`src/design/assert_macros.svh`:
```
// ----------------------------------------------------------------------------
// assert_macros.svh
// concurrent assertion macros shared by the rtl; ASSERT_OFF removes them
// ----------------------------------------------------------------------------
`ifndef ASSERT_MACROS_SVH
`define ASSERT_MACROS_SVH

`ifndef ASSERT_OFF

// condition holds at every edge while not disabled
`define ASSERT_ALWAYS(label, clk, dis, cond) \
  label: assert property (@(posedge clk) disable iff (dis) (cond)) \
    else $error("assertion failed: label");

// antecedent at one edge gives consequent at the next
`define ASSERT_NEXT(label, clk, dis, ante, cons) \
  label: assert property (@(posedge clk) disable iff (dis) (ante) |=> (cons)) \
    else $error("assertion failed: label");

// antecedent gives consequent at the same edge
`define ASSERT_IMPL(label, clk, dis, ante, cons) \
  label: assert property (@(posedge clk) disable iff (dis) (ante) |-> (cons)) \
    else $error("assertion failed: label");

`else

`define ASSERT_ALWAYS(label, clk, dis, cond)
`define ASSERT_NEXT(label, clk, dis, ante, cons)
`define ASSERT_IMPL(label, clk, dis, ante, cons)

`endif

`endif

```
`src/design/dtyp_pkg.sv`:
```
// ----------------------------------------------------------------------------
// dtyp_pkg
// shared constants, control struct and arctangent table for the
// direction to yaw/pitch cordic pipeline
// ----------------------------------------------------------------------------
`default_nettype none

package dtyp_pkg;

  // fractional guard bits added to each component
  localparam int GUARD_BITS   = 4;
  // headroom for cordic gain over two passes and vector length
  localparam int GROWTH_BITS  = 5;
  // angle accumulator, 2^31 is pi
  localparam int ANGLE_W      = 32;
  localparam int OUT_W        = 16;
  localparam int ATAN_ENTRIES = 32;
  localparam int ATAN_IDX_W   = $clog2(ATAN_ENTRIES);

  // cordic gain in q14, used to match z to the scaled length
  localparam int          KGAIN_W    = 16;
  localparam int          KGAIN_FRAC = 14;
  localparam logic [KGAIN_W-1:0] KGAIN_Q14 = 16'd26981;

  localparam logic [ANGLE_W-1:0] ANGLE_PI   = 32'h8000_0000;
  localparam logic [ANGLE_W-1:0] ANGLE_ZERO = 32'h0000_0000;
  localparam logic [ANGLE_W-1:0] ROUND_HALF = 32'h0000_8000;

  // pitch is kept within plus or minus half pi
  localparam logic signed [OUT_W-1:0] PITCH_MAX = 16'sd16384;
  localparam logic signed [OUT_W-1:0] PITCH_MIN = -16'sd16384;

  // control that travels with each item down the pipe
  typedef struct packed {
    logic valid;
    logic flag;   // pass one: horizontal vector is zero; pass two: skip pitch
  } ctl_t;

  // atan(2^-i) in accumulator units
  function automatic logic [ANGLE_W-1:0] atan_unit(input logic [ATAN_IDX_W-1:0] idx);
    logic [ANGLE_W-1:0] v;
    case (idx)
      5'd0:    v = 32'h2000_0000;
      5'd1:    v = 32'h12E4_051E;
      5'd2:    v = 32'h09FB_385B;
      5'd3:    v = 32'h0511_11D4;
      5'd4:    v = 32'h028B_0D43;
      5'd5:    v = 32'h0145_D7E1;
      5'd6:    v = 32'h00A2_F61E;
      5'd7:    v = 32'h0051_7C55;
      5'd8:    v = 32'h0028_BE53;
      5'd9:    v = 32'h0014_5F2F;
      5'd10:   v = 32'h000A_2F98;
      5'd11:   v = 32'h0005_17CC;
      5'd12:   v = 32'h0002_8BE6;
      5'd13:   v = 32'h0001_45F3;
      5'd14:   v = 32'h0000_A2FA;
      5'd15:   v = 32'h0000_517D;
      5'd16:   v = 32'h0000_28BE;
      5'd17:   v = 32'h0000_145F;
      5'd18:   v = 32'h0000_0A30;
      5'd19:   v = 32'h0000_0518;
      5'd20:   v = 32'h0000_028C;
      5'd21:   v = 32'h0000_0146;
      5'd22:   v = 32'h0000_00A3;
      5'd23:   v = 32'h0000_0051;
      5'd24:   v = 32'h0000_0029;
      5'd25:   v = 32'h0000_0014;
      5'd26:   v = 32'h0000_000A;
      5'd27:   v = 32'h0000_0005;
      5'd28:   v = 32'h0000_0003;
      5'd29:   v = 32'h0000_0001;
      5'd30:   v = 32'h0000_0001;
      default: v = 32'h0000_0000;
    endcase
    return v;
  endfunction

endpackage

`default_nettype wire

```
`src/design/dtyp_round.sv`:
```
// ----------------------------------------------------------------------------
// dtyp_round
// output stage: round accumulators to 16-bit angles, limit pitch, hold item
// ----------------------------------------------------------------------------
`default_nettype none

module dtyp_round
  import dtyp_pkg::*;
(
  input  wire logic                     clk,
  input  wire logic                     rst,
  input  wire logic                     en,
  input  wire ctl_t                     ctl_in,
  input  wire logic [ANGLE_W-1:0]       yaw_acc,
  input  wire logic [ANGLE_W-1:0]       pitch_acc,
  output logic                          out_valid,
  output logic signed [OUT_W-1:0]       yaw_angle,
  output logic signed [OUT_W-1:0]       pitch_angle
);

  logic [ANGLE_W-1:0]       yaw_r;
  logic [ANGLE_W-1:0]       pitch_r;
  logic signed [OUT_W-1:0]  pitch_raw;
  logic signed [OUT_W-1:0]  pitch_next;

  // round to nearest at bit 16
  assign yaw_r     = yaw_acc + ROUND_HALF;
  assign pitch_r   = pitch_acc + ROUND_HALF;
  assign pitch_raw = pitch_r[ANGLE_W-1 -: OUT_W];

  // zero vector gives level pitch, otherwise limit to the poles
  always_comb begin
    if (ctl_in.flag) begin
      pitch_next = '0;
    end else if (pitch_raw > PITCH_MAX) begin
      pitch_next = PITCH_MAX;
    end else if (pitch_raw < PITCH_MIN) begin
      pitch_next = PITCH_MIN;
    end else begin
      pitch_next = pitch_raw;
    end
  end

  always_ff @(posedge clk) begin
    if (rst) begin
      out_valid <= 1'b0;
    end else if (en) begin
      out_valid <= ctl_in.valid;
    end
  end

  always_ff @(posedge clk) begin
    if (en) begin
      yaw_angle   <= yaw_r[ANGLE_W-1 -: OUT_W];
      pitch_angle <= pitch_next;
    end
  end

endmodule

`default_nettype wire

```
`config.mk`:
```
export PLATFORM = sky130hd
export DESIGN_NAME = dtyp_round
export DESIGN_NICKNAME = d
export VERILOG_FILES = /design/src/design/assert_macros.svh /design/src/design/dtyp_pkg.sv /design/src/design/dtyp_round.sv
export SDC_FILE = /design/constraint.sdc
export NUM_CORES = 1
export LEC_CHECK = 0
export ABC_CLOCK_PERIOD_IN_PS = 2680
export BUFFER_PORTS_ARGS = -buffer_cell sky130_fd_sc_hd__buf_2
export CAP_MARGIN = 20
export CORE_AREA = 2 2 76 64
export CTS_CLUSTER_DIAMETER = 100
export DETAILED_ROUTE_END_ITERATION = 8
export DIE_AREA = 0 0 78 66
export PLACE_DENSITY = 0.81
export SLEW_MARGIN = 15
export SYNTH_ARGS = -nofsm -noshare
export SYNTH_HDL_FRONTEND = slang
export SYNTH_SLANG_ARGS = --single-unit
export TNS_END_PERCENT = 1
```
`constraint.sdc`:
```
create_clock -name clk -period 2.68 [get_ports clk]
set_input_delay 0.134 -clock clk [delete_from_list [all_inputs] [get_ports clk]]
set_output_delay 0.134 -clock clk [all_outputs]
set_load 0.005 [all_outputs]
```
======== Word level (Yosys, flattened, before mapping) ========
Index checks and enable logic that the tools add are counted.
operators by class
  muxes and demuxes ....................... 2
  divide/modulo/power cells ............... 0
  reduce and logical (&&, ||, !) cells .... 2
  $add $sub $neg .......................... 2
  shift-type cells ........................ 0
  multipliers ............................. 0
  bitwise logic cells ..................... 0
  $lt $le $gt $ge ......................... 2
  equality and inequality tests ........... 0
operators with widths
  operator                  count
  $add A32 B16 Y32 const B  2
  $gt A16 B16 Y1 const B    1
  $lt A16 B15 Y1 const B    1
  $mux W16                  1
  $mux W15                  1
  $reduce_or A3 Y1          1
  $reduce_or A2 Y1          1
storage, ports and cells
  word-level logic and storage cells ...... 13
  RAM bits ................................ 0
  input bits .............................. 69
  latch bits .............................. 0
  flip-flop bits (word level) ............. 33
  memories ................................ 0
  output and inout bits ................... 33
  memory bits (read-only) ................. 0

======== Depth between registers and ports, before layout ========
  depth after elaboration ................. 4
  mapped depth ............................ 8
  depth with buffers taken out ............ 7

======== Worst setup path after synthesis ========
OpenSTA, ideal clock, no wires.
  path kind ............................... input -> register
  from .................................... input pitch_acc[15]
  to ...................................... register pitch_angle[1], data pin
  required time ........................... 2504 ps
  path buffers ............................ 1
  stages .................................. 8
  arrival ................................. 1766 ps
  library setup time ...................... 176 ps
  slack ................................... 738 ps
  cell sequence ........................... ha_1 > nand3_2 > nor3_1 > mux2_2 > o21ai_0 > a21oi_1 > buf_6 > nor4_1
on the way
  longest elaborated chain between the ends .. 3
  elaborated cells on any way between the ends .. 4
  classes of those cells .................. add/sub: 1; order compare: 2; reduce/logical: 1
ends and longest elaborated chain
  element                                                  line                                text
  start, declared                                          dtyp_round.sv:15                    input wire logic [ANGLE_W-1:0] pitch_acc,
  $add A32 B16 Y32 *                                       dtyp_round.sv:28                    assign pitch_r = pitch_acc + ROUND_HALF;
  $gt A16 B16 Y1 / $lt A16 B15 Y1 (equally long branches)  dtyp_round.sv:35, dtyp_round.sv:37
  $reduce_or A3 Y1 (no line)                               n/a
  end signal, assigned                                     dtyp_round.sv:55                    pitch_angle <= pitch_next;
  end, declared                                            dtyp_round.sv:18                    output logic signed [OUT_W-1:0] pitch_angle
Mark *: on every way between the ends. The rest lies on a longest branch, timed or not.
A chain may end at the register's enable or synchronous reset.

======== Final worst setup path ========
  from .................................... input pitch_acc[16]
  to ...................................... register pitch_angle[1], data pin
Same word-level chain as after synthesis.

==> qor.txt <==
DRT iter0 DRCs = 52
leading area contributor after synthesis = edfxtp_1
Die ar. = 5150 µm²
I/O Pins = 102
H-tree depth = 2
post-synth design cell area = 1890 µm²
initial antenna violation count = 0
Skew-Pair Late Insertion Delay = 280 ps
global-route wire length before repair = 6.15 mm
Leak = 0.927 nW
CTS resizes = 0
# clock sinks = 33
Min-Delay Path Class = in2reg
drt wl/cell = 12.7 µm
Area Growth Syn to Fin = 26.8%
GRT Overall Usage = 15.8%
type of origin of the critical path = primary input
status = finished clean
Slew Viols, Final = 0
clock skew = 0 ps
Worst EP required = 2670 ps
Worst slew margin = 46.2%
crit-path cells = buf_2 > ha_1 > nand3_2 > nor4_1 > xnor2_1 > a21oi_1 > a21oi_1 > nor4_1
Post-synth EDFFs = 32
top cells by count, synth = edfxtp_1, xnor2_1, nand3_1
YS warnings = 0
slowest cell on the critical path = a21oi_1
PD cells = 517 nW/µm²
IO Port Bufs = 71
placed instance area = 2280 µm²
maximum clock path buffer count = 2
minimum clock period = 2340 ps
nets = 314
Design Area, Final = 2400 µm²
Worst Slack Setup Final = 344 ps
Tcrit/Tclk final = 87.2%
Die W = 78 µm
count of state elements after synthesis = 33
Synth async-reset ratio = 0%
most common cell in the netlist = edfxtp_1
setup TNS = 0 ps
layout cells sized above 1 = 35.2%
Peak VDD IR = 0.278 mV
Max-Cap Viols = 0
library cells used by synthesis = 33
fillcell total = 400
Crit path arrival time = 2320 ps
syn_nets = 242
Via Count = 1,581
post-synth top area share = 50.7%
RSZ-0062 raised after global routing = no
# DRC = 0
drt via density = 5.20
GP Congestion = 0.811
Worst-path clk slew = 60 ps
Core Box Area = 4400 µm²
Post-Route WL = 3.87 mm
ANT nets after route = 0
Num CTS Buffers = 5
row cnt = 22
Worst Tran Pin Value = 804 ps
HPWL after DPL = 3.03 mm
syn_area_per_cell = 11.1 µm²
largest net degree at the start of global routing = 34
sequential share of the synthesized area = 51.8%
number of global-route vias before repair = 1,384
largest cells by area after synthesis = edfxtp_1, xnor2_1, xor2_1
ANT cells = 0
Max Clk Rate = 0.428 GHz
die height = 66 µm
ys flop type = edfxtp_1
critical path class = in2reg
Hold WS = 97.6 ps
total grt overflow = 0
effective utilization at floorplan = 43.0%
critical-path maximum fanout = 11
crit-path max cell delay = 650 ps
CTS tree = done
DR pass1 iterations = 4
final setup violating endpoints = 0
crit path capture type = register
clock root buffer master = clkbuf_8
Final Hold Viols = 0
pre-CTS setup slack = 92.8 ps
gate count of the mapped netlist = 171
[area by class of cell]
type	instances	area [µm²]	area share, %
inverters	5	18.8	0.782
repair buffers	72	365	15.2
well taps	60	75.1	3.13
multi-input cells	126	855	35.6
clock inverters	2	33.8	1.41
clock buffers	6	72.6	3.02
flip-flops and latches	33	981	40.9
[path summary, 6_finish.rpt]
kind	cells after the start	start	slack, ps	endpoint
worst max-delay path	8	pitch_acc[16]	340	pitch_angle[1]
worst min register to register	2	out_valid	500	out_valid
worst max register to register	2	out_valid	2100	out_valid
worst min-delay path	3	ctl_in[1]	100	out_valid
[power breakdown]
| part | switching (W) | internal (W) |
|---|---|---|
| Clock | 0.000158 | 0.000274 |
| Sequential | 0.00000817 | 0.000612 |
| Combinational | 0.000107 | 0.0000821 |
[critical path: cells and delay by family]
kind	cells	cell delay [ps]
AND/OR/NAND/NOR	3	720
adder cells (fa/ha/maj)	1	280
XOR/XNOR	1	260
buffers and inverters	1	120
AO/OA/AOI/OAI	2	810
[placed cells by master (no fill, tap or decap), types with 8 or more instances in the layout]
master / count
xnor2_1: 21
buf_2: 71
nor3_1: 11
nor2_1: 12
nand2_1: 10
xor2_1: 11
nand3_1: 14
edfxtp_1: 32
nand4_1: 8
nor4_1: 8
[sequential cells by signal (all words and copies together), names as in the netlist]
name         flops
out_valid        1
pitch_angle     16
yaw_angle       16
[logic make-up (layout without fill, tap and decap cells)]
logic type | Yosys count | count (layout) | share of synthesized area (%)
simple gates | 77 | 77 | 22.7
flops | 33 | 33 | 51.8
xor+xnor | 32 | 32 | 14.8
compound gates | 13 | 13 | 5.22
buf+inv | 12 | 85 | 3.10
fa+ha+maj | 2 | 2 | 1.32
mux | 2 | 2 | 1.12
[metal layers]
metal | track usage (%) | up-vias | part of all wire, %
met2 | 26.3 | 77 | 46
met5 | 0 | - | 0
met1 | 19.0 | 711 | 43
met4 | 9.87 | 0 | 2.6
li1 | - | 783 | -
met3 | 3.01 | 10 | 8.4
[repair_timing]
action,4_1_cts,5_1_grt
buffers inserted,0,0
hold buffers,1,0
hold endpoints to repair,1,0
[stage by stage]
step	power (W)	util (%)	std cells
floorplan	0.000717	-	171
global placement	0.000814	51.9	295
detailed placement	0.000820	51.9	295
CTS	0.00126	54.5	304
global route	0.00130	54.5	304
finish	0.00124	54.5	304
Note: power is estimated with default switching activity, not from simulation.
