**src/design/assert_macros.svh**
```systemverilog
// ----------------------------------------------------------------------------
// assert_macros.svh
// concurrent assertion macros shared by the rtl; ASSERT_OFF removes them
// ----------------------------------------------------------------------------
`ifndef ASSERT_MACROS_SVH
`define ASSERT_MACROS_SVH

`ifndef ASSERT_OFF

// condition holds at every edge while not disabled
`define ASSERT_ALWAYS(label, clk, dis, cond) \
  label: assert property (@(posedge clk) disable iff (dis) (cond)) \
    else $error("assertion failed: label");

// antecedent at one edge gives consequent at the next
`define ASSERT_NEXT(label, clk, dis, ante, cons) \
  label: assert property (@(posedge clk) disable iff (dis) (ante) |=> (cons)) \
    else $error("assertion failed: label");

// antecedent gives consequent at the same edge
`define ASSERT_IMPL(label, clk, dis, ante, cons) \
  label: assert property (@(posedge clk) disable iff (dis) (ante) |-> (cons)) \
    else $error("assertion failed: label");

`else

`define ASSERT_ALWAYS(label, clk, dis, cond)
`define ASSERT_NEXT(label, clk, dis, ante, cons)
`define ASSERT_IMPL(label, clk, dis, ante, cons)

`endif

`endif

```
**src/design/dtyp_pkg.sv**
```systemverilog
// ----------------------------------------------------------------------------
// dtyp_pkg
// shared constants, control struct and arctangent table for the
// direction to yaw/pitch cordic pipeline
// ----------------------------------------------------------------------------
`default_nettype none

package dtyp_pkg;

  // fractional guard bits added to each component
  localparam int GUARD_BITS   = 4;
  // headroom for cordic gain over two passes and vector length
  localparam int GROWTH_BITS  = 5;
  // angle accumulator, 2^31 is pi
  localparam int ANGLE_W      = 32;
  localparam int OUT_W        = 16;
  localparam int ATAN_ENTRIES = 32;
  localparam int ATAN_IDX_W   = $clog2(ATAN_ENTRIES);

  // cordic gain in q14, used to match z to the scaled length
  localparam int          KGAIN_W    = 16;
  localparam int          KGAIN_FRAC = 14;
  localparam logic [KGAIN_W-1:0] KGAIN_Q14 = 16'd26981;

  localparam logic [ANGLE_W-1:0] ANGLE_PI   = 32'h8000_0000;
  localparam logic [ANGLE_W-1:0] ANGLE_ZERO = 32'h0000_0000;
  localparam logic [ANGLE_W-1:0] ROUND_HALF = 32'h0000_8000;

  // pitch is kept within plus or minus half pi
  localparam logic signed [OUT_W-1:0] PITCH_MAX = 16'sd16384;
  localparam logic signed [OUT_W-1:0] PITCH_MIN = -16'sd16384;

  // control that travels with each item down the pipe
  typedef struct packed {
    logic valid;
    logic flag;   // pass one: horizontal vector is zero; pass two: skip pitch
  } ctl_t;

  // atan(2^-i) in accumulator units
  function automatic logic [ANGLE_W-1:0] atan_unit(input logic [ATAN_IDX_W-1:0] idx);
    logic [ANGLE_W-1:0] v;
    case (idx)
      5'd0:    v = 32'h2000_0000;
      5'd1:    v = 32'h12E4_051E;
      5'd2:    v = 32'h09FB_385B;
      5'd3:    v = 32'h0511_11D4;
      5'd4:    v = 32'h028B_0D43;
      5'd5:    v = 32'h0145_D7E1;
      5'd6:    v = 32'h00A2_F61E;
      5'd7:    v = 32'h0051_7C55;
      5'd8:    v = 32'h0028_BE53;
      5'd9:    v = 32'h0014_5F2F;
      5'd10:   v = 32'h000A_2F98;
      5'd11:   v = 32'h0005_17CC;
      5'd12:   v = 32'h0002_8BE6;
      5'd13:   v = 32'h0001_45F3;
      5'd14:   v = 32'h0000_A2FA;
      5'd15:   v = 32'h0000_517D;
      5'd16:   v = 32'h0000_28BE;
      5'd17:   v = 32'h0000_145F;
      5'd18:   v = 32'h0000_0A30;
      5'd19:   v = 32'h0000_0518;
      5'd20:   v = 32'h0000_028C;
      5'd21:   v = 32'h0000_0146;
      5'd22:   v = 32'h0000_00A3;
      5'd23:   v = 32'h0000_0051;
      5'd24:   v = 32'h0000_0029;
      5'd25:   v = 32'h0000_0014;
      5'd26:   v = 32'h0000_000A;
      5'd27:   v = 32'h0000_0005;
      5'd28:   v = 32'h0000_0003;
      5'd29:   v = 32'h0000_0001;
      5'd30:   v = 32'h0000_0001;
      default: v = 32'h0000_0000;
    endcase
    return v;
  endfunction

endpackage

`default_nettype wire

```
**src/design/dtyp_prescale.sv**
```systemverilog
// ----------------------------------------------------------------------------
// dtyp_prescale
// input stage: guard bits, half-plane fold for pass one, z times cordic gain
// ----------------------------------------------------------------------------
`default_nettype none

module dtyp_prescale
  import dtyp_pkg::*;
#(
  parameter int DATA_WIDTH = 16,
  parameter int W          = 25
) (
  input  wire logic                         clk,
  input  wire logic                         rst,
  input  wire logic                         en,
  input  wire logic                         in_valid,
  input  wire logic signed [DATA_WIDTH-1:0] vec_x,
  input  wire logic signed [DATA_WIDTH-1:0] vec_y,
  input  wire logic signed [DATA_WIDTH-1:0] vec_z,
  output ctl_t                              ctl,
  output logic signed [W-1:0]               x,
  output logic signed [W-1:0]               y,
  output logic        [ANGLE_W-1:0]         acc,
  output logic signed [W-1:0]               zs
);

  localparam int PW = DATA_WIDTH + GUARD_BITS + KGAIN_W;

  logic signed [W-1:0]  xe;
  logic signed [W-1:0]  ye;
  logic signed [PW-1:0] ze;
  logic signed [PW-1:0] kg;
  logic signed [PW-1:0] prod;
  logic signed [PW-1:0] prod_sh;
  logic                 x_neg;

  // sign extend and add guard bits
  assign xe = {{(W-DATA_WIDTH){vec_x[DATA_WIDTH-1]}}, vec_x} <<< GUARD_BITS;
  assign ye = {{(W-DATA_WIDTH){vec_y[DATA_WIDTH-1]}}, vec_y} <<< GUARD_BITS;
  assign ze = {{(PW-DATA_WIDTH){vec_z[DATA_WIDTH-1]}}, vec_z} <<< GUARD_BITS;
  assign kg = {{(PW-KGAIN_W){1'b0}}, KGAIN_Q14};

  // z scaled to the gain of pass one, floor shift
  assign prod    = ze * kg;
  assign prod_sh = prod >>> KGAIN_FRAC;

  assign x_neg = vec_x[DATA_WIDTH-1];

  // control register
  always_ff @(posedge clk) begin
    if (rst) begin
      ctl <= '0;
    end else if (en) begin
      ctl.valid <= in_valid;
      ctl.flag  <= (vec_x == '0) && (vec_y == '0);
    end
  end

  // payload register, left half-plane folded onto the right
  always_ff @(posedge clk) begin
    if (en) begin
      x   <= x_neg ? -xe : xe;
      y   <= x_neg ? -ye : ye;
      acc <= x_neg ? ANGLE_PI : ANGLE_ZERO;
      zs  <= prod_sh[W-1:0];
    end
  end

endmodule

`default_nettype wire

```
**config.mk**
```make
export PLATFORM = sky130hd
export DESIGN_NAME = dtyp_prescale
export DESIGN_NICKNAME = d
export VERILOG_FILES = /design/src/design/assert_macros.svh /design/src/design/dtyp_pkg.sv /design/src/design/dtyp_prescale.sv
export SDC_FILE = /design/constraint.sdc
export NUM_CORES = 1
export LEC_CHECK = 0
export ABC_CLOCK_PERIOD_IN_PS = 7900
export BUFFER_PORTS_ARGS = -buffer_cell sky130_fd_sc_hd__buf_4
export CAP_MARGIN = 20
export CELL_PAD_IN_SITES_DETAIL_PLACEMENT = 0
export CELL_PAD_IN_SITES_GLOBAL_PLACEMENT = 1
export CORE_UTILIZATION = 44
export CTS_CLUSTER_SIZE = 28
export DETAILED_ROUTE_END_ITERATION = 8
export PLACE_DENSITY = 0.87
export SKIP_CTS_REPAIR_TIMING = 1
export SLEW_MARGIN = 15
export SYNTH_ARGS = -nofsm -noshare
export SYNTH_HDL_FRONTEND = slang
export SYNTH_SLANG_ARGS = --single-unit
export TNS_END_PERCENT = 100
```
**constraint.sdc**
```tcl
create_clock -name clk -period 7.9 [get_ports clk]
set_input_delay 0 -clock clk [delete_from_list [all_inputs] [get_ports clk]]
set_output_delay 0 -clock clk [all_outputs]
set_load 0.03 [all_outputs]
```
* Word-level counts from Yosys, hierarchy flattened
Index checks and enable logic that the tools add are counted.
** Storage, ports and cells
- Logic and storage cells :: 17
- Flip-flop bits (word level) :: 106
** Cells by class
- Multiplexer cells :: 3
- Multiply operators :: 1
- Reduce and logical (&&, ||, !) cells :: 3
- Add/subtract/negate cells :: 2
** Operators with widths (number)
- negator 20 -> 25 bit :: 2
- logical NOT 16 bit :: 2
- multiplier 16 x 16 -> 32 bit, second input constant :: 1
- two-way mux 32 bit :: 1
- two-way mux 25 bit :: 1
- two-way mux 19 bit :: 1
- logical AND 1 bit :: 1

* Depth between registers and ports, before layout
Gate-level depths: netlist of the first run.
- Word-level depth :: 2
- Depth in mapped cells :: 22
- Depth with buffers taken out :: 20

* Worst setup path before layout of the first run
No wires, ideal clock.
- Path type :: input -> register
- Start :: input port vec_z[15]
- End :: register zs[18] (data pin)
- Library setup time :: 259 ps
- Data arrival time :: 5418 ps
- Stages :: 22
- Required time :: 7641 ps
- Setup slack :: 2223 ps
- Cells stage by stage :: clkbuf_1 > clkbuf_1 > inv_1 > fa_1 > inv_1 > ha_1 > clkbuf_1 > inv_1 > fa_1 > inv_1 > fa_1 > inv_1 > fa_1 > inv_1 > ha_1 > clkbuf_1 > a21oi_1 > o211ai_1 > a2111oi_0 > o41ai_1 > a31oi_1 > xnor2_1
** On the way
- Cells in the longest elaborated chain, start to end :: 1
** RTL lines
- start: declaration :: line dtyp_prescale.sv:19 : input wire logic signed [DATA_WIDTH-1:0] vec_z,
- multiplier 16 x 16 -> 32 bit :: line dtyp_prescale.sv:44 : assign prod = ze * kg;
- net prod[32] :: line dtyp_prescale.sv:33 : logic signed [PW-1:0] prod;
- end signal: assignment :: line dtyp_prescale.sv:65 : zs <= prod_sh[W-1:0];
- end: declaration :: line dtyp_prescale.sv:24 : output logic signed [W-1:0] zs
The timed path passes the listed nets, and every way through them passes these cells.
A chain may end at the register's enable or synchronous reset.

* Worst setup path in the final report of the first run
Same ends and word-level chain as after synthesis.

==> results.md, run 1 <==
| Step | Parameter | Value |
| --- | --- | --- |
| timing | Unrepaired setup endpoints after global routing | false |
| route | Ratio of routed vias to standard cells | 4.924 |
| min path | Min-Delay Path Class | primary input to flip-flop |
| die | Row count | 49 |
| timing | Final Cycle Share | 0.7122 |
| die | Core ar. | 17960 sq um |
| grt | Remaining global-route overflow | 0 |
| route | Number of iterations in the first detailed-routing pass | 5 |
| grt | Antenna violations before repair | 0 |
| layout | Final design area excluding fillers | 9539 sq um |
| pwr | Net switching power figure | 2.151 mW |
| grt | Global router's overall resource usage | 0.1880 |
| placement | Post-Place Worst Slack | 1902 ps |
| route | Number of violations reported at the end of detailed-routing iteration 0 | 259 |
| critical path | R2r startpoint | ctl[1]$_SDFFE_PP0P_ |
| pwr | Sw frac | 0.5013 |
| timing | Worst Slack Setup Final | 2274 ps |
| layout | Layout Area Growth over Synthesis | 18.39% |
| placement | IO Port Bufs | 121 |
| grt | Number of global-route vias before repair | 5540 |
| route | Vias after detailed routing | 5830 |
| die | I/O pin cnt | 161 |
| synth | Netlist area before placement | 8058 sq um |
| timing | Shortest clock period the worst path allows after layout | 5626 ps |
| critical path | Cell with the largest stage delay on the worst path | a2111oi_0 |
| layout | Total number of nets in the final design | 1187 |
| route | Total DRC errors in the routed layout | 0 |
| synth | Instance count of the mapped netlist | 813 |
| clock network | Max Root-Sink Buffers | 2 |
| pwr | Cell internal power dissipation | 2.140 mW |
| route | Average detailed-routed wire length per instance | 14.69 um |
| timing | Final setup fails | 0 |
| synth | Number of warning messages in the yosys log | 0 |
| critical path | Data arrival time of the worst path | 5690 ps |
| timing | Measured slew at the worst slew-check pin | 850.6 ps |
| pwr | Sequential fraction of design power | 0.152 |
| synth | Count of cell types in the netlist | 54 |
| critical path | Gate family responsible for the most delay along the worst path | adder cells |
| critical path | Cell type with the highest occurrence count on the critical path | inv_1 |
| critical path | Worst endpoint required time | 7970 ps |
| layout | Share of final-layout standard cells stronger than drive strength 1 | 0.1518 |
| pwr | Clock network fraction of design power | 0.090 |
| critical path | Class of the most critical setup path | primary input to flip-flop |
| die | Full die area | 18860 sq um |
| pwr | Part of the power in combinational logic | 0.758 |
| synth | Share of flip-flops with an asynchronous set or reset | 0 |
| pwr | Worst vdd rail ir drop | 0.2507 mV |
| synth | Per-instance average area after synthesis | 9.911 sq um |
| synth | Count of flip-flops with a built-in enable after synthesis | 65 |
| grt | Wire length of the first global-routing pass | 27.23 mm |
| critical path | CP startpoint | vec_z[15] |
| run | Max-Cap Viols | 0 |
| layout | Storage element area | 1992 sq um |
| pwr | P per Cell Area | 449.8 nW/um^2 |
| die | Horizontal extent of the die | 137.3 um |
| clock network | H-tree levels | 3 |
| timing | Worst slew margin relative to its limit | 0.4330 |
| critical path | Critical-path cell list | buf_4 -> inv_1 -> fa_1 -> inv_1 -> ha_1 -> inv_1 -> fa_1 -> inv_1 -> fa_1 -> inv_1 -> fa_1 -> inv_1 -> ha_1 -> a21oi_1 -> o211ai_1 -> a2111oi_0 -> o41ai_1 -> a31oi_1 -> xnor2_1 |
| timing | Worst-case clock skew | 0 ps |
| timing | Post-Route Setup TNS | 0 ps |
| clock network | Root Buffer | clkbuf_16 |
| placement | Cell area after placement | 9035 sq um |
| min path | Startpoint of the tightest hold check path | vec_x[3] |
| critical path | Buffers & Inverters on Critical Path | 7 |
| die | Die height | 137.3 um |
| critical path | Largest fanout of any net on the critical path | 40 |
| pwr | Static leakage power | 4.628 nW |
| layout | Multi-input logic area | 5236 sq um |
| die | Initial Utilization | 0.4486 |
| placement | Placer's final routability congestion estimate | 0.9010 |
| timing | Max Clock Freq | 177.7 MHz |
| route | Final routed wirelength across all metal layers | 17.39 mm |
| clock network | Number of clock sinks | 67 |
| clock network | TritonCTS clock tree | done |
| synth | Most used flip-flop cell after synthesis | edfxtp_1 |
| layout | Number of filler instances in the final layout | 1625 |
| layout | Finished Core Util | 0.5310 |
| status | Run status | finished, final reports clean |
| synth | Number of synthesized register bits | 67 |
| route | Number of routed nets with antenna violations | 0 |
| grt | Largest net degree at the start of global routing | 69 |
| timing | Number of hold violations in the final report | 0 |
| critical path | Nature of the critical path endpoint | flip-flop |
| clock network | Clock slew seen by the registers of the worst setup and hold paths | 50 ps |
| critical path | Startpoint type of the worst setup path | primary input |
| critical path | Stage delay of the slowest cell on the critical path | 700 ps |
| clock network | Worst skew pair latency | 320 ps |
| timing | Number of slew-limit violations in the final report | 0 |
| layout | Antenna cell count | 0 |
| clock network | TritonCTS Buffers | 9 |
| placement | HPWL after detailed placement | 14.57 mm |
| synth | Portion of the post-synthesis area used by sequential elements | 0.2472 |
power by group through the flow:
stage	Combinational [mW]	Sequential, mW	Clock, mW
2_1_floorplan	2.29	0.828	0
3_3_place_gp	3.24	0.657	0
3_5_place_dp	3.25	0.661	0
4_1_cts	3.27	0.654	0.398
5_1_grt	3.65	0.661	0.409
6_report	3.25	0.651	0.385
metal layers:
| metal | track usage | part of all wire |
|---|---|---|
| met5 | 0 | 0 |
| met4 | 0.04823 | 0.010 |
| met3 | 0.02759 | 0.054 |
| met2 | 0.3187 | 0.48 |
| met1 | 0.2506 | 0.46 |
final cells by class:
cell class	instances	area share
inverters	163	0.06414
well taps	229	0.03004
clock inverters	7	0.007214
multi-input cells	567	0.5489
flip-flops and latches	67	0.2088
clock buffers	9	0.02361
repair buffers	142	0.1173
per-stage QoR:
step | hold slack (ps) | power [mW] | instances
after global placement | 174.0 | 3.895 | 1147
after floorplan | 69.07 | 3.117 | 856
after detailed placement | 176.9 | 3.908 | 1147
final | 3.027 | 4.290 | 1184
after global routing | 0.7370 | 4.724 | 1184
after CTS | -176.9 | 4.316 | 1163
Yosys cell counts, types with 2 or more instances:
master	n	area, sq um
and3_1	3	18.77
nand2b_1	6	37.54
ha_1	108	1351
edfxtp_1	65	1952
a21oi_1	34	170.2
nand4_1	7	43.79
xor2_1	17	148.9
nand3b_1	2	15.01
nand2_1	49	183.9
a31oi_1	6	37.54
nor2_1	24	90.09
and4_1	2	17.52
a21boi_0	3	22.52
dfxtp_1	2	40.04
a41o_1	2	20.02
inv_1	163	611.8
o21ai_0	35	175.2
o31ai_1	8	60.06
xnor2_1	57	499.2
and2_1	3	18.77
fa_1	77	1541
clkbuf_1	17	63.81
a311oi_1	2	17.52
nor3_1	8	40.04
o21bai_1	3	22.52
buf_4	42	315.3
a31o_2	2	17.52
mux2i_1	7	70.07
o211ai_1	3	22.52
o41ai_1	5	43.79
a2111oi_0	3	26.28
nor4_1	3	18.77
a41oi_1	2	17.52
nand3_1	10	50.05
a21o_1	9	67.56
a211oi_1	5	37.54
nor2b_1	2	12.51
final timing paths:
kind | end | slack (ps) | cells after the start
max | zs[18]$_DFFE_PP_ | 2270 | 19
min | x[7]$_DFFE_PP_ | 3 | 2
max reg2reg | ctl[1]$_SDFFE_PP0P_ | 6730 | 3
min reg2reg | ctl[0]$_SDFFE_PP0P_ | 470 | 2
layout by cell type, fill, tap and decap left out, types with 3 or more instances in the layout:
cell and n:
a211oi_1 5, nor3_1 8, a21o_1 9, o21bai_1 3
o31ai_1 8, conb_1 44, nor2_1 24, mux2i_1 7
a21boi_0 3, xor2_1 17, and2_1 3, o21ai_0 35
nand2_1 49, o41ai_1 5, fa_1 77, nor4_1 3
and3_1 3, ha_1 108, a2111oi_0 3, dlygate4sd3_1 21
nand4_1 7, xnor2_1 57, clkbuf_16 9, a31oi_1 6
inv_1 163, a21oi_1 34, nand3_1 10, buf_4 121
o211ai_1 3, edfxtp_1 65, clkinv_2 3, nand2b_1 6
worst reg2reg max path, delay by kind of cell, from the launching register on:
kind,cells,cell delay (ps)
buffers and inverters,1,550
DFF,1,310
muxes,1,140
and+or+nand+nor,1,60
flip-flops by register name (all words and copies together) (netlist names):
signal  cells
x          21
y          21
ctl         2
zs         22
acc         1
kinds of logic after synthesis:
logic type,count (synthesis),synth area share
multiplexers,8,0.01009
other,1,0.0004654
AND/OR/NAND/NOR,127,0.07780
flip-flops,67,0.2472
XOR/XNOR,74,0.08043
AO/OA/AOI/OAI,129,0.1020
adder cells (fa/ha/maj),185,0.3590
buffers and inverters,222,0.1230
(Power assumes the default switching activity.)
==> run 2, diff against run 1 <==
--- a/config.mk
+++ b/config.mk
@@ -5,15 +5,15 @@
 export SDC_FILE = /design/constraint.sdc
 export NUM_CORES = 1
 export LEC_CHECK = 0
-export ABC_CLOCK_PERIOD_IN_PS = 7900
+export ABC_CLOCK_PERIOD_IN_PS = 4700
 export BUFFER_PORTS_ARGS = -buffer_cell sky130_fd_sc_hd__buf_4
 export CAP_MARGIN = 20
 export CELL_PAD_IN_SITES_DETAIL_PLACEMENT = 0
 export CELL_PAD_IN_SITES_GLOBAL_PLACEMENT = 1
-export CORE_UTILIZATION = 44
+export CORE_UTILIZATION = 40
 export CTS_CLUSTER_SIZE = 28
 export DETAILED_ROUTE_END_ITERATION = 8
-export PLACE_DENSITY = 0.87
+export PLACE_DENSITY = 0.83
 export SKIP_CTS_REPAIR_TIMING = 1
 export SLEW_MARGIN = 15
 export SYNTH_ARGS = -nofsm -noshare
==> constraint.sdc (replaced) <==
create_clock -name clk -period 4.7 [get_ports clk]
set_input_delay 0 -clock clk [delete_from_list [all_inputs] [get_ports clk]]
set_output_delay 0 -clock clk [all_outputs]
set_load 0.03 [all_outputs]
==> run 2 against run 1 <==
Against the previous run: the flow now finishes with violations (negative hold slack); register-to-register slack worse by 2600 ps; sequential cell count unchanged; clock skew unchanged; utilization up 0.86 points; critical path depth up 1.
==> results.md, run 2 (synthesis results as in run 1) <==
| Step | Parameter | Value |
| --- | --- | --- |
| route | Final routed wirelength across all metal layers | 18.81 mm |
| placement | Cell area after placement | 9910 sq um |
| min path | Startpoint of the tightest hold check path | vec_x[6] |
| grt | Number of global-route vias before repair | 6047 |
| route | Vias after detailed routing | 6294 |
| critical path | Cell type with the highest occurrence count on the critical path | fa_1 |
| critical path | Largest fanout of any net on the critical path | 5 |
| timing | Unrepaired setup endpoints after global routing | true |
| layout | Final design area excluding fillers | 10570 sq um |
| layout | Number of flip-flops in the largest register | 22 |
| layout | Number of filler instances in the final layout | 1743 |
| layout | Multi-input logic area | 5512 sq um |
| timing | Shortest clock period the worst path allows after layout | 4578 ps |
| die | Core ar. | 19590 sq um |
| status | Run status | finished, violations left |
| layout | Finished Core Util | 0.5396 |
| die | Initial Utilization | 0.4113 |
| critical path | Stage delay of the slowest cell on the critical path | 550 ps |
| die | Row count | 51 |
| critical path | Data arrival time of the worst path | 4650 ps |
| clock network | H-tree levels | 3 |
| run | Max-Cap Viols | 0 |
| status | Violated checks | negative hold slack |
| layout | Total number of nets in the final design | 1287 |
| timing | Final Cycle Share | 0.9740 |
| placement | Placer's final routability congestion estimate | 0.8757 |
| timing | Worst slew margin relative to its limit | 0.4283 |
| critical path | Worst setup slack for register-to-register paths | 4120 ps |
| route | Average detailed-routed wire length per instance | 14.25 um |
| min path | Hold depth | 2 |
| timing | Hold slack | -17.10 ps |
| clock network | TritonCTS Buffers | 9 |
| grt | Largest net degree at the start of global routing | 69 |
| die | Horizontal extent of the die | 143.9 um |
| die | Full die area | 20720 sq um |
| route | Total DRC errors in the routed layout | 0 |
| route | Number of iterations in the first detailed-routing pass | 6 |
| timing | Measured slew at the worst slew-check pin | 857.5 ps |
| layout | Layout Area Growth over Synthesis | 31.20% |
| critical path | Worst endpoint required time | 4770 ps |
| layout | Storage element area | 1992 sq um |
| placement | IO Port Bufs | 121 |
| die | I/O pin cnt | 161 |
| grt | Wire length of the first global-routing pass | 28.72 mm |
| min path | Worst Hold Endpoint | x[10]$_DFFE_PP_ |
| layout | Antenna cell count | 0 |
| placement | Post-Place Worst Slack | -379.4 ps |
| timing | Final setup fails | 0 |
| critical path | Worst reg2reg path depth | 2 |
| layout | Largest registers | zs x22, x x21, y x21 |
| grt | Antenna violations before repair | 0 |
| layout | Commonest cells after routing, fill and taps aside | 225 x buf_4, 157 x inv_1, 93 x ha_1 |
| critical path | Critical-path cell list | buf_4 -> buf_4 -> ha_1 -> inv_2 -> fa_1 -> inv_2 -> fa_1 -> fa_1 -> inv_1 -> fa_1 -> fa_1 -> inv_1 -> ha_4 -> a21oi_4 -> o211ai_1 -> a2111oi_2 -> buf_4 -> o41ai_4 -> a31oi_1 -> xnor2_1 |
| clock network | Clock slew seen by the registers of the worst setup and hold paths | 50 ps |
| route | Number of routed nets with antenna violations | 0 |
| timing | Number of slew-limit violations in the final report | 0 |
| critical path | Class of the most critical setup path | primary input to flip-flop |
| min path | Min-Delay Path Class | primary input to flip-flop |
| die | Die height | 143.9 um |
| critical path | Capture point of the worst reg-to-reg path | ctl[1]$_SDFFE_PP0P_ |
| timing | Number of hold violations in the final report | 4 |
| placement | HPWL after detailed placement | 15.49 mm |
| grt | Global router's overall resource usage | 0.1784 |
| timing | Worst-case clock skew | 0 ps |
| critical path | R2r startpoint | ctl[1]$_SDFFE_PP0P_ |
| clock network | Worst skew pair latency | 330 ps |
| timing | Max Clock Freq | 218.4 MHz |
| critical path | Startpoint type of the worst setup path | primary input |
| clock network | TritonCTS clock tree | done |
| layout | Share of final-layout standard cells stronger than drive strength 1 | 0.2711 |
| grt | Remaining global-route overflow | 0 |
| layout | Largest Register | zs |
| clock network | Number of clock sinks | 67 |
| route | Number of violations reported at the end of detailed-routing iteration 0 | 208 |
| critical path | Cell with the largest stage delay on the worst path | fa_1 |
| clock network | Max Root-Sink Buffers | 2 |
| route | Ratio of routed vias to standard cells | 4.768 |
| clock network | Root Buffer | clkbuf_16 |
| critical path | Nature of the critical path endpoint | flip-flop |
| timing | Worst Slack Setup Final | 122.0 ps |
| layout | Most common cell after layout, fill and taps aside | buf_4 |
[run 2: how the worst max path moves through the flow]
stage                     slack, ps  cells after the start               end  startpoint
after floorplan                   8                     18  zs[18]$_DFFE_PP_    vec_z[3]
after global placement         -320                     19  zs[18]$_DFFE_PP_    vec_z[3]
after detailed placement       -380                     20  zs[18]$_DFFE_PP_    vec_z[5]
after CTS                       -10                     20  zs[18]$_DFFE_PP_    vec_z[5]
after global routing            -70                     19  zs[18]$_DFFE_PP_    vec_z[7]
final                           120                     20  zs[18]$_DFFE_PP_    vec_z[1]
[run 2: cell type report]
type                    count  share of cell area
inverters                 163             0.05823
clock buffers              10             0.02166
flip-flops and latches     67              0.1884
repair buffers            242              0.1759
well taps                 265             0.03136
clock inverters             6            0.003077
multi-input cells         567              0.5214
[run 2: worst max-delay path: cells and delay by family]
kind	cells	cell delay, ps
AOI/OAI and AO/OA	5	890
xor gates and xnor gates	1	100
adders and majority gates	7	2910
buffers and inverters	7	750
[run 2: routing by layer]
layer  share of wire  GRT usage
met4           0.012    0.04367
met1            0.46     0.2292
met3           0.043    0.02299
met5               0          0
met2            0.49     0.3153
[run 2: per-stage QoR]
stage / std cells / TNS (ps) / hold slack, ps
6_report: 1320 / 0 / -17.10
3_3_place_gp: 1287 / -2932 / 170.1
2_1_floorplan: 856 / 0 / 69.07
5_1_grt: 1320 / -96.25 / 1.499
3_5_place_dp: 1287 / -3377 / 171.7
4_1_cts: 1303 / -11.03 / -181.5
Power of run 2 is left out: the tool's default activity adds up to more than one toggle a clock period on the data nets, which glitch-free logic cannot reach.
